`config.mk`:
```
export PLATFORM = sky130hd
export DESIGN_NAME = twv_walk
export DESIGN_NICKNAME = d
export VERILOG_FILES = /design/src/rtl/twv_pkg.sv /design/src/rtl/twv_walk.sv
export VERILOG_INCLUDE_DIRS = /design/src /design/src/rtl
export SDC_FILE = /design/constraint.sdc
export NUM_CORES = 1
export LEC_CHECK = 0
export BUFFER_PORTS_ARGS = -buffer_cell sky130_fd_sc_hd__buf_4
export CORE_MARGIN = 3
export CORE_UTILIZATION = 53
export DETAILED_ROUTE_END_ITERATION = 8
export GPL_TIMING_DRIVEN = 0
export PLACE_DENSITY = 0.75
export SETUP_SLACK_MARGIN = 0.05
export SLEW_MARGIN = 30
export SYNTH_ARGS = -nofsm -noshare
export SYNTH_HDL_FRONTEND = slang
export SYNTH_SLANG_ARGS = --single-unit
```
`constraint.sdc`:
```
create_clock -name clk -period 15.2 [get_ports clk]
set_input_delay 0 -clock clk [delete_from_list [all_inputs] [get_ports clk]]
set_output_delay 0 -clock clk [all_outputs]
set_load 0.1 [all_outputs]
```
`src/rtl/trapped_water_volume_top_defines.svh`:
```
// assertion macros shared by the trapped water volume rtl
`ifndef TRAPPED_WATER_VOLUME_TOP_DEFINES_SVH
`define TRAPPED_WATER_VOLUME_TOP_DEFINES_SVH

// same-cycle implication, disabled while reset is asserted
`define TWV_ASSERT_NOW(lbl, clk, rst_n, ante, cons, msg) \
	lbl: assert property (@(posedge clk) disable iff (!rst_n) (ante) |-> (cons)) \
		else $error(msg);

// next-cycle implication, disabled while reset is asserted
`define TWV_ASSERT_NEXT(lbl, clk, rst_n, ante, cons, msg) \
	lbl: assert property (@(posedge clk) disable iff (!rst_n) (ante) |=> (cons)) \
		else $error(msg);

`endif

```
`src/rtl/twv_pkg.sv`:
```
// package: constants and interface types of the trapped water volume block
`timescale 1ns / 1ps

package twv_pkg;

	localparam int MAX_BARS_DEF    = 1024;
	localparam int HEIGHT_BITS_DEF = 16;
	localparam int IN_HEIGHT_W     = 16;
	localparam int TOTAL_W         = 26;
	localparam int S_TDATA_W       = 16;
	localparam int M_TDATA_W       = 32;
	localparam logic [TOTAL_W-1:0] TOTAL_MAX = {TOTAL_W{1'b1}};

	// requests from the load control to the walk engine
	typedef struct packed {
		logic start;
		logic ack;
	} twv_walk_ctrl_t;

	// walk engine status
	typedef struct packed {
		logic busy;
		logic done;
	} twv_walk_stat_t;

endpackage

```
`src/rtl/twv_walk.sv`:
```
// two-pointer walk engine over the height memory
`timescale 1ns / 1ps

module twv_walk
	import twv_pkg::*;
#(
	parameter int MAX_BARS    = MAX_BARS_DEF,
	parameter int HEIGHT_BITS = HEIGHT_BITS_DEF,
	localparam int AW = $clog2(MAX_BARS),
	localparam int CW = $clog2(MAX_BARS + 1),
	localparam int SW = AW + HEIGHT_BITS
) (
	input  logic                   clk,
	input  logic                   arst_n,
	input  twv_walk_ctrl_t         ctrl,
	output twv_walk_stat_t         stat,
	input  logic [CW-1:0]          bar_count,
	output logic [AW-1:0]          rd_addr_a,
	input  logic [HEIGHT_BITS-1:0] rd_data_a,
	output logic [AW-1:0]          rd_addr_b,
	input  logic [HEIGHT_BITS-1:0] rd_data_b,
	output logic [SW-1:0]          sum
);

	`include "trapped_water_volume_top_defines.svh"

	typedef enum logic [3:0] {
		ST_IDLE   = 4'b0001,
		ST_FILL   = 4'b0010,
		ST_STEP   = 4'b0100,
		ST_FINISH = 4'b1000
	} walk_state_t;

	walk_state_t            st_q;
	logic [AW-1:0]          l_q, r_q;
	logic [HEIGHT_BITS-1:0] hl_q, hr_q, lmax_q, rmax_q;
	logic [SW-1:0]          sum_q;

	logic                   go_left;
	logic [HEIGHT_BITS-1:0] lmax_nx, rmax_nx, gain;

	// the lower end is processed; h[l+1] and h[r-1] are already in the ram outputs
	assign go_left = hl_q < hr_q;
	assign lmax_nx = (hl_q > lmax_q) ? hl_q : lmax_q;
	assign rmax_nx = (hr_q > rmax_q) ? hr_q : rmax_q;
	assign gain    = go_left ? (lmax_nx - hl_q) : (rmax_nx - hr_q);

	always_comb begin
		rd_addr_a = l_q + AW'(1);
		rd_addr_b = r_q - AW'(1);
		unique case (st_q)
			ST_IDLE: begin
				rd_addr_a = '0;
				rd_addr_b = AW'(bar_count - CW'(1));
			end
			ST_FILL: begin
				rd_addr_a = l_q + AW'(1);
				rd_addr_b = r_q - AW'(1);
			end
			ST_STEP: begin
				// prefetch the neighbor after the one that moves in now
				if (go_left) begin
					rd_addr_a = l_q + AW'(2);
					rd_addr_b = r_q - AW'(1);
				end else begin
					rd_addr_a = l_q + AW'(1);
					rd_addr_b = r_q - AW'(2);
				end
			end
			ST_FINISH: begin
				rd_addr_a = l_q;
				rd_addr_b = r_q;
			end
			default: begin
				rd_addr_a = l_q;
				rd_addr_b = r_q;
			end
		endcase
	end

	always_ff @(posedge clk or negedge arst_n) begin
		if (!arst_n) begin
			st_q <= ST_IDLE;
		end else begin
			unique case (st_q)
				ST_IDLE: begin
					if (ctrl.start) begin
						st_q <= (bar_count >= CW'(2)) ? ST_FILL : ST_FINISH;
					end
				end
				ST_FILL: begin
					st_q <= ST_STEP;
				end
				ST_STEP: begin
					if (l_q >= r_q) begin
						st_q <= ST_FINISH;
					end
				end
				ST_FINISH: begin
					if (ctrl.ack) begin
						st_q <= ST_IDLE;
					end
				end
				default: begin
					st_q <= ST_IDLE;
				end
			endcase
		end
	end

	always_ff @(posedge clk) begin
		unique case (st_q)
			ST_IDLE: begin
				if (ctrl.start) begin
					l_q    <= '0;
					r_q    <= AW'(bar_count - CW'(1));
					sum_q  <= '0;
					lmax_q <= '0;
					rmax_q <= '0;
				end
			end
			ST_FILL: begin
				hl_q <= rd_data_a;
				hr_q <= rd_data_b;
			end
			ST_STEP: begin
				if (l_q < r_q) begin
					sum_q <= sum_q + SW'(gain);
					if (go_left) begin
						lmax_q <= lmax_nx;
						l_q    <= l_q + AW'(1);
						hl_q   <= rd_data_a;
					end else begin
						rmax_q <= rmax_nx;
						r_q    <= r_q - AW'(1);
						hr_q   <= rd_data_b;
					end
				end
			end
			ST_FINISH: begin
			end
			default: begin
			end
		endcase
	end

	assign stat.busy = (st_q != ST_IDLE);
	assign stat.done = (st_q == ST_FINISH);
	assign sum       = sum_q;

	`TWV_ASSERT_NOW(a_ptr_order, clk, arst_n, st_q == ST_STEP, l_q <= r_q,
		"walk pointers crossed")
	`TWV_ASSERT_NEXT(a_sum_grows, clk, arst_n, st_q == ST_STEP, sum_q >= $past(sum_q),
		"running total decreased during walk")
	`TWV_ASSERT_NEXT(a_done_holds, clk, arst_n, stat.done && !ctrl.ack, stat.done,
		"walk result dropped before it was taken")

endmodule

```
==> results of run 1 <==
-- kinds of logic after synthesis --
| kind of cell | Yosys count | share of synthesized area [%] |
|---|---|---|
| AND/OR/NAND/NOR | 341 | 17.8 |
| AO/OA/AOI/OAI | 262 | 18.6 |
| buffers and inverters | 116 | 4.78 |
| flip-flops | 114 | 36.0 |
| adder cells (fa/ha/maj) | 113 | 15.2 |
| XOR/XNOR | 67 | 6.21 |
| multiplexers | 13 | 1.38 |
-- cell type report --
class	instances	share of cell area, %
Tap cell	225	2.46
Buffer	29	1.09
Inverter	87	2.86
Sequential cell	114	29.8
Timing Repair Buffer	135	9.93
Clock inverter	9	0.799
Multi-Input combinational cell	796	49.2
Clock buffer	21	3.85
-- routing by layer --
layer	GRT usage [%]	up-vias	routed length (microns)	part of all wire [%]
met2	44.9	290	12800	48
met5	0	-	0	0
met3	5.40	60	1550	5.9
met1	34.7	3974	11400	43
met4	10.6	0	728	2.8
li1	-	4070	-	-
-- registers in the layout, indices dropped and copies added (netlist names) --
name and count:
sum 26, hl_q 16, hr_q 16, lmax_q 16
rmax_q 16, l_q 10, r_q 10, st_q 4
-- worst register-to-register path, cell delays in order (launching register included) --
cell and delay (ps):
edfxtp_1 490, ha_1 360, a21oi_1 180, o21ai_0 130, a221oi_1 440, a22o_1 290
buf_1 400, nor2_1 80, a21oi_1 220, ha_1 220, fa_1 230, nor2b_1 70
o31ai_1 400, nand2_1 110, a21o_1 210, a21o_1 190, a21oi_1 180, xor2_1 90
a21oi_1 250, ha_1 350, a21o_1 210, a21oi_1 220, nor2_1 110, a2111oi_2 450
o41a_1 360, nor2b_1 100, xnor2_1 150, nor2_1 50
-- stage by stage --
stage          hold slack [ps]  setup slack [ps]  area (sq um)  instances
2_1_floorplan             -296              9700          9450       1026
3_3_place_gp              -202              8700         10400       1345
3_5_place_dp              -202              8570         10500       1347
4_1_cts                   5.24              8510         11400       1416
5_1_grt                   23.7              7970         11400       1416
6_report                  10.7              8400         11400       1416
-- repair_timing --
item | CTS | global route
buffers inserted | 0 | 0
endpoints found under the hold margin | 40 | 0
hold buffers | 39 | 0
endpoints found under the setup margin | 0 | 0
-- cell usage in the layout (no fill, tap or decap), drive strengths merged, types with 4 or more instances in the layout --
cell type / synthesis / layout
clkbuf: 18 / 39
buf: 11 / 107
and2: 31 / 31
nand2: 82 / 82
ha: 110 / 110
nand3: 16 / 16
and3: 17 / 17
mux2i: 13 / 13
nor4: 8 / 8
o221ai: 8 / 8
nor4b: 4 / 4
nor2: 105 / 105
nand3b: 5 / 5
nand4: 14 / 14
a2111oi: 4 / 4
a21o: 23 / 23
o21a: 15 / 15
o211ai: 4 / 4
xnor2: 37 / 37
a221oi: 4 / 4
a211oi: 12 / 12
edfxtp: 110 / 110
o31ai: 8 / 8
or3: 10 / 10
dlygate4sd3: 0 / 39
inv: 86 / 86
nor3: 18 / 18
o22ai: 4 / 4
clkinv: 1 / 8
a21oi: 63 / 63
o21ai: 64 / 64
nand2b: 8 / 8
a21boi: 4 / 4
xor2: 30 / 30
nor2b: 15 / 15
a31oi: 10 / 10
-- how the worst min path moves through the flow --
stage	start	to	slack [ps]
finish	bar_count[4]	r_q[4]	10
global route	bar_count[9]	r_q[9]	20
CTS	bar_count[4]	r_q[4]	5
detailed placement	arst_n	st_q[2]	-200
global placement	arst_n	st_q[2]	-200
floorplan	arst_n	st_q[1]	-300
==> implementation parameters, run 1 <==
Parameter                              Value

Final layout
  Fill cell count ... 1,445
  Layout cells sized above 1 ... 12.3%
  Multi-input gate area ... 5620 sq um
  Final Util ... 65.8%
  Synth-to-layout area growth ... 20.9%
  Inserted Diodes ... 0
  Area of all sequential standard cells ... 3400 sq um
  Count of nets after finishing ... 1,340

Synthesis
  Mean post-synth cell area ... 9.21 sq um
  Post-synthesis async set-or-reset flop share ... 3.51%
  Number of enable flip-flop cells after synthesis ... 110
  Synth Flop Type ... edfxtp_1
  Most frequent cells after synthesis ... edfxtp_1 (110), ha_1 (110), nor2_1 (105)
  Seq cells post-synth ... 114
  Cell types occupying the most area after synthesis ... edfxtp_1 (35%), ha_1 (15%), nor2_1 (4.2%)
  Synthesized area ... 9450 sq um
  Post-Syn Instances ... 1,026
  Proportion of synthesized chip area in sequential cells ... 36.0%
  Number of distinct standard cells referenced by the synthesized netlist ... 74
  Post-Syn Nets ... 1,186
  Share of Yosys cell area claimed by the top area cell type ... 34.9%
  Ys Warns ... 0
  Dominant cell type by area after synthesis ... edfxtp_1

STA
  Final number of setup-violating endpoints ... 0
  Top achievable clock speed ... 147 MHz
  Final setup skew ... 8.40 ps
  Rel. slew slack ... 36.6%
  Time the final worst path needs with I/O delays and setup ... 6800 ps
  Actual transition at the worst max-transition pin ... 949 ps
  RSZ-0062 raised after global routing ... no
  Crit share post-route ... 44.7%
  Setup TNS ... 0 ps
  Final-report hold violation count ... 0
  Final slew viol count ... 0

Setup path
  Worst r2r dst ... sum[23]
  Critical path's top delay family ... compound AO/OA/AOI/OAI gates
  Worst-path fanout max ... 10
  R2r setup slk ... 8400 ps
  Critical setup path kind ... reg -> reg
  End point of the critical path ... sum[23]
  WP data arrival ... 6950 ps
  Number of buffers and inverters on the critical path ... 1
  Stage delay of the slowest cell on the critical path ... 490 ps
  R2r worst-path depth ... 27
  Category of the worst setup path capture point ... flop
  Kind of start point of the critical path ... flop
  Number of cells on the critical path ... 27
  CP Data Required Time ... 15,350 ps
  Slowest stage cell, crit path ... edfxtp_1
  Most frequent cell on the critical path ... a21oi_1
  Startpoint of the most critical register-to-register path ... hl_q[11]
  First element of the critical path ... hl_q[11]

Route
  Detailed-route wire length per cell ... 18.7 microns
  Starting DRC count in detailed routing ... 695
  Post-route DRC violation count ... 0
  Total wire length ... 26.5 mm
  DR vias ... 8,394
  First drt pass iteration count ... 5
  Antenna violation net count after detailed routing ... 0
  Via-per-instance ratio ... 5.93

Clocking
  Number of clock sinks seen by CTS ... 114
  Cell chosen for the clock root ... clkbuf_16
  Clk pin slew, worst setup/hold paths ... 50 ps
  Worst skew pair latency ... 430 ps
  CTS buffer count ... 17
  Post-cts gate resize count ... 0
  Clock tree from TritonCTS ... yes
  Max clock buf depth ... 2
  Clock H-tree levels ... 4

Global routing
  Number of global-route vias before repair ... 8,274
  Overall overflow remaining after global route ... 0
  GRT Overall Usage ... 27.0%
  Initial antenna violation count ... 0
  Largest net degree at the start of global routing ... 27
  First-pass GRT wire length ... 41.9 mm

Placement
  GPL Wtd Cong ... 0.913
  Input/output buffers ... 94
  Detailed-placement wirelength estimate ... 19.5 mm

Floorplanning
  Core box area ... 17,400 sq um
  Height of the chip ... 140 microns
  Chip Width ... 140 microns
  Placement Rows ... 48
  Die area ... 19,500 sq um
  Starting density of the core ... 54.5%
  Number of I/O pins ... 95

Worst hold path
  Worst Hold Class ... in -> reg
  Hold depth ... 3

Run status
  Status ... finished, final reports clean

Run
  Max-capacitance violation count ... 0
Power of run 1 is not shown: default switching activity piles up to over one toggle a cycle in this logic, so the estimate is an artifact.
==> inputs of run 2 (changes only) <==
- ABC_AREA: not set -> 1
- clock period: 15.2 -> 6.76 ns (I/O delays scaled with it)
==> implementation parameters, run 2 <==
Parameter                              Value

Final layout
  Leading cell types in the layout, fill and taps excluded ... nand2_1 (276), inv_1 (192), nor2_1 (114)
  Layout cells sized above 1 ... 14.6%
  Inserted Diodes ... 0
  Synth-to-layout area growth ... 21.0%
  Max FFs per register ... 26
  Commonest non-fill, non-tap cell in the layout ... nand2_1
  Count of nets after finishing ... 1,584

Worst hold path
  Worst Hold Class ... in -> reg
  Hold depth ... 3
  Start point of the worst hold path ... bar_count[4]
  Hold-critical path endpoint ... r_q[4]

Floorplanning
  Starting density of the core ... 54.6%
  Height of the chip ... 143 microns
  Placement Rows ... 49
  Chip Width ... 143 microns
  Core box area ... 18,100 sq um
  Number of I/O pins ... 95
  Die area ... 20,400 sq um

STA
  Final setup skew ... 8.62 ps
  Hold slack final ... 25.7 ps
  RSZ-0062 raised after global routing ... no
  Crit share post-route ... 81.5%
  Final-report hold violation count ... 0
  Actual transition at the worst max-transition pin ... 880 ps
  Final slew viol count ... 0
  Final number of setup-violating endpoints ... 0
  Rel. slew slack ... 41.4%
  Time the final worst path needs with I/O delays and setup ... 5510 ps
  Setup TNS ... 0 ps
  Top achievable clock speed ... 181 MHz

Route
  Wire length on met1 ... 12.0 mm
  Via-per-instance ratio ... 5.48
  First drt pass iteration count ... 5
  DR vias ... 9,135
  Post-route DRC violation count ... 0
  Highest signal layer in the routed design ... met4
  Total wire length ... 26.8 mm
  Length of routed met2 wiring ... 12.6 mm
  Antenna violation net count after detailed routing ... 0
  Detailed-route wire length per cell ... 16.1 microns
  Starting DRC count in detailed routing ... 768
  Met3 routed wirelength ... 1.74 mm

Synthesis
  Share of Yosys cell area claimed by the top area cell type ... 33.3%
  Most frequent cells after synthesis ... nand2_1 (277), inv_1 (192), nor2_1 (114)
  Post-synthesis async set-or-reset flop share ... 3.51%
  Post-Syn Nets ... 1,428
  Mean post-synth cell area ... 7.82 sq um
  Ys Warns ... 0
  Cell types occupying the most area after synthesis ... edfxtp_1 (33%), ha_1 (14%), nand2_1 (10%)
  Synthesized area ... 9910 sq um
  Proportion of synthesized chip area in sequential cells ... 34.4%
  Most common cell in the synthesized netlist ... nand2_1
  Post-Syn Instances ... 1,268
  Number of enable flip-flop cells after synthesis ... 110
  Seq cells post-synth ... 114
  Dominant cell type by area after synthesis ... edfxtp_1
  Number of distinct standard cells referenced by the synthesized netlist ... 51
  Synth Flop Type ... edfxtp_1

Clocking
  Clk pin slew, worst setup/hold paths ... 60 ps
  Number of hold buffers added after cts ... 41
  CTS buffer count ... 17
  Cell chosen for the clock root ... clkbuf_16
  Worst skew pair latency ... 430 ps
  Post-cts gate resize count ... 0
  Number of clock sinks seen by CTS ... 114
  Clock tree from TritonCTS ... yes
  Max clock buf depth ... 2
  Post-CTS setup buffer count ... 0
  Clock H-tree levels ... 4

Setup path
  Kind of start point of the critical path ... flop
  R2r setup slk ... 1250 ps
  Critical setup path kind ... reg -> reg
  Category of the worst setup path capture point ... flop
  Startpoint of the most critical register-to-register path ... hr_q[15]
  CP Data Required Time ... 6930 ps
  R2r worst-path depth ... 25
  First element of the critical path ... hr_q[15]
  WP data arrival ... 5680 ps
  Worst-path fanout max ... 10
  Worst r2r dst ... sum[18]

Placement
  Input/output buffers ... 94
  GPL Wtd Cong ... 0.930
  Detailed-placement wirelength estimate ... 20.0 mm

Global routing
  First-pass GRT wire length ... 43.5 mm
  Initial antenna violation count ... 0
  Overall overflow remaining after global route ... 0
  Largest net degree at the start of global routing ... 27
  Number of global-route vias before repair ... 8,844
  GRT Overall Usage ... 26.8%

Run status
  Status ... finished, final reports clean

Run
  Max-capacitance violation count ... 0
-- run 2: area by class of cell --
type	count	area (sq um)
Multi-Input combinational cell	929	5640
Sequential cell	114	3400
Buffer	23	154
Fill cell	1526	6160
Inverter	202	758
Clock inverter	14	145
Clock buffer	18	429
Timing Repair Buffer	137	1170
Tap cell	229	287
-- run 2: per-layer routing --
| metal | global-route usage [%] | vias to the layer above |
|---|---|---|
| li1 | - | 4572 |
| met1 | 36.2 | 4219 |
| met2 | 45.1 | 308 |
| met3 | 4.22 | 36 |
| met4 | 7.40 | 0 |
| met5 | 0 | - |
-- run 2: critical path, cell delays in order (launching register included) --
cell      delay, ps
edfxtp_1        460
ha_1            340
nand2_1          90
nor3_2          300
nand4_1         240
nand2_2         200
buf_4           210
nand2_1          90
o21ai_2          80
ha_1            310
a21oi_1         170
nand2_1         140
a21boi_2        190
o21ai_0         140
a21oi_1         180
xor2_1           90
o21ai_0         340
inv_1            90
ha_1            380
nand2_1         130
nor2_1          160
nand4_1         120
o311ai_1        400
inv_1           150
o21ai_0         200
a21oi_1          60
-- run 2: worst max-delay path by stage --
| stage | endpoint | depth (start not counted) |
|---|---|---|
| after floorplan | sum[21] | 27 |
| after global routing | sum[22] | 27 |
| after detailed placement | sum[22] | 27 |
| final | sum[18] | 25 |
| after CTS | sum[22] | 27 |
| after global placement | sum[22] | 27 |
-- run 2: through the flow --
step | worst slack [ps] | util [%] | area (sq um) | instances
CTS | 1340 | 66.1 | 12000 | 1666
global route | 898 | 66.1 | 12000 | 1666
floorplan | 2340 | - | 9910 | 1268
detailed placement | 1390 | 60.6 | 11000 | 1593
finish | 1250 | 66.1 | 12000 | 1666
global placement | 1420 | 60.1 | 10900 | 1591
-- run 2: cells by family (layout without fill, tap and decap cells) --
kind of cell,after synthesis,after routing,synth area share (%)
compound gates,247,247,14.4
xor+xnor,53,53,4.68
fa+ha+maj,113,113,14.5
buf+inv,225,394,9.20
flops,114,114,34.4
mux,2,2,0.202
simple gates,514,514,22.6
Power of run 2 is left out for the same reason.
==> inputs of run 3 (changes only) <==
- ABC_AREA: 1 -> 0
- clock period: 6.76 -> 5.2 ns (I/O delays scaled with it)
==> implementation parameters, run 3 (synthesis results as in run 1) <==
Parameter                              Value

Setup path
  Number of buffers and inverters on the critical path ... 4
  Worst-path fanout max ... 5
  Critical path's top delay family ... compound AO/OA/AOI/OAI gates
  Critical setup path kind ... reg -> reg
  R2r setup slk ... -730 ps
  Slowest stage cell, crit path ... a2111oi_2
  Kind of start point of the critical path ... flop
  Most frequent cell on the critical path ... a21oi_2
  WP data arrival ... 6070 ps
  First element of the critical path ... hr_q[1]
  Stage delay of the slowest cell on the critical path ... 430 ps
  Category of the worst setup path capture point ... flop
  CP Data Required Time ... 5340 ps
  Startpoint of the most critical register-to-register path ... hr_q[1]

Route
  Detailed-route wire length per cell ... 19.4 microns
  Via-per-instance ratio ... 5.98
  First drt pass iteration count ... 5
  Total wire length ... 28.2 mm
  Post-route DRC violation count ... 0
  DR vias ... 8,685
  Antenna violation net count after detailed routing ... 0
  Starting DRC count in detailed routing ... 677

STA
  Actual transition at the worst max-transition pin ... 875 ps
  Final-report hold violation count ... 0
  Final setup skew ... 8.90 ps
  Final number of setup-violating endpoints ... 18
  Top achievable clock speed ... 169 MHz
  Hold slack final ... 4.11 ps
  Final setup slack of the worst path ... -730 ps
  Time the final worst path needs with I/O delays and setup ... 5930 ps
  Crit share post-route ... 114%
  Rel. slew slack ... 41.5%
  RSZ-0062 raised after global routing ... yes
  Final slew viol count ... 0

Placement
  Detailed-placement wirelength estimate ... 19.4 mm
  Area after detailed placement ... 10,500 sq um
  Cell count after placement ... 1,347
  GPL Wtd Cong ... 0.921
  Input/output buffers ... 94

Floorplanning
  Core box area ... 17,400 sq um
  Height of the chip ... 140 microns
  Starting density of the core ... 54.5%
  Placement Rows ... 48
  Die area ... 19,500 sq um
  Number of I/O pins ... 95
  Chip Width ... 140 microns

Clocking
  Clk pin slew, worst setup/hold paths ... 50 ps
  CTS buffer count ... 17
  Max clock buf depth ... 2
  Clock tree from TritonCTS ... yes
  Clock H-tree levels ... 4
  Number of clock sinks seen by CTS ... 114
  Cell chosen for the clock root ... clkbuf_16
  Worst skew pair latency ... 420 ps

Final layout
  Leading cell types in the layout, fill and taps excluded ... buf_4 (129), edfxtp_1 (110), ha_1 (101)
  Layout cells sized above 1 ... 20.8%
  Count of nets after finishing ... 1,377
  Post-Layout Cell Count ... 1,452
  Commonest non-fill, non-tap cell in the layout ... buf_4
  Inserted Diodes ... 0
  Synth-to-layout area growth ... 28.7%
  Final cell area excluding filler cells ... 12,200 sq um
  Max FFs per register ... 26

Global routing
  Initial antenna violation count ... 0
  Number of global-route vias before repair ... 8,490
  Overall overflow remaining after global route ... 0
  First-pass GRT wire length ... 43.3 mm
  GRT Overall Usage ... 27.9%
  Largest net degree at the start of global routing ... 27

Worst hold path
  Worst Hold Class ... in -> reg
  Start point of the worst hold path ... bar_count[9]

Run status
  Status ... complete, but fails checks
  Failing checks ... setup timing

Run
  Max-capacitance violation count ... 0
run 3: changes by cell type in the layout (fill, tap and decap cells not counted), moves of 23 or more:
cell,change
inv_1,-107
xnor2_1,+23
nand2_1,-196
nand3_1,-35
and2_1,+30
buf_4,+32
a21oi_1,-47
run 3: worst paths after layout:
check | endpoint | cells past startpoint
max in group asynchronous | st_q[1] | 3
min in group asynchronous | st_q[0] | 2
max | sum[24] | 28
max reg2reg | sum[24] | 28
min reg2reg | lmax_q[0] | 2
min | r_q[9] | 3
run 3: routing by layer:
metal / vias up / share of wire [%] / global-route usage (%)
li1: 4139 / - / -
met1: 4141 / 41 / 35.5
met2: 340 / 50 / 47.5
met3: 65 / 6.8 / 5.64
met4: 0 / 3.0 / 9.79
met5: - / 0 / 0
run 3: cell type report:
class,instances,area [sq um]
tap,225,282
clock inverter,10,95.1
clock buffer,19,433
timing repair buffer,172,1420
sequential,114,3400
buffer,29,151
fill,1297,5190
inverter,87,327
multi-input combinational,796,6050
run 3: repair_timing:
| action | CTS | global route |
|---|---|---|
| endpoints found under the hold margin | 40 | 0 |
| resized for setup | 64 | 42 |
| setup buffers | 26 | 15 |
| endpoints found under the setup margin | 20 | 20 |
| pin swaps | 13 | 37 |
| gates cloned | 0 | 0 |
| hold buffers | 39 | 0 |
run 3: worst reg2reg max path: cells and delay by family, from the launching register on:
kind | cells | cell delay [ps]
buffers and inverters | 4 | 610
AO/OA/AOI/OAI | 12 | 2650
adder cells (fa/ha/maj) | 4 | 1020
flip-flops | 1 | 400
AND/OR/NAND/NOR | 5 | 390
multiplexers | 1 | 250
XOR/XNOR | 2 | 290
run 3: stage by stage:
stage	worst slack, ps	util (%)	TNS, ps
2_1_floorplan	-234	-	-2230
3_3_place_gp	-1290	60.2	-18480
3_5_place_dp	-1350	60.6	-19530
4_1_cts	-663	68.5	-7870
5_1_grt	-1050	70.1	-15620
6_report	-730	70.1	-9800
Power of run 3 is left out for the same reason.
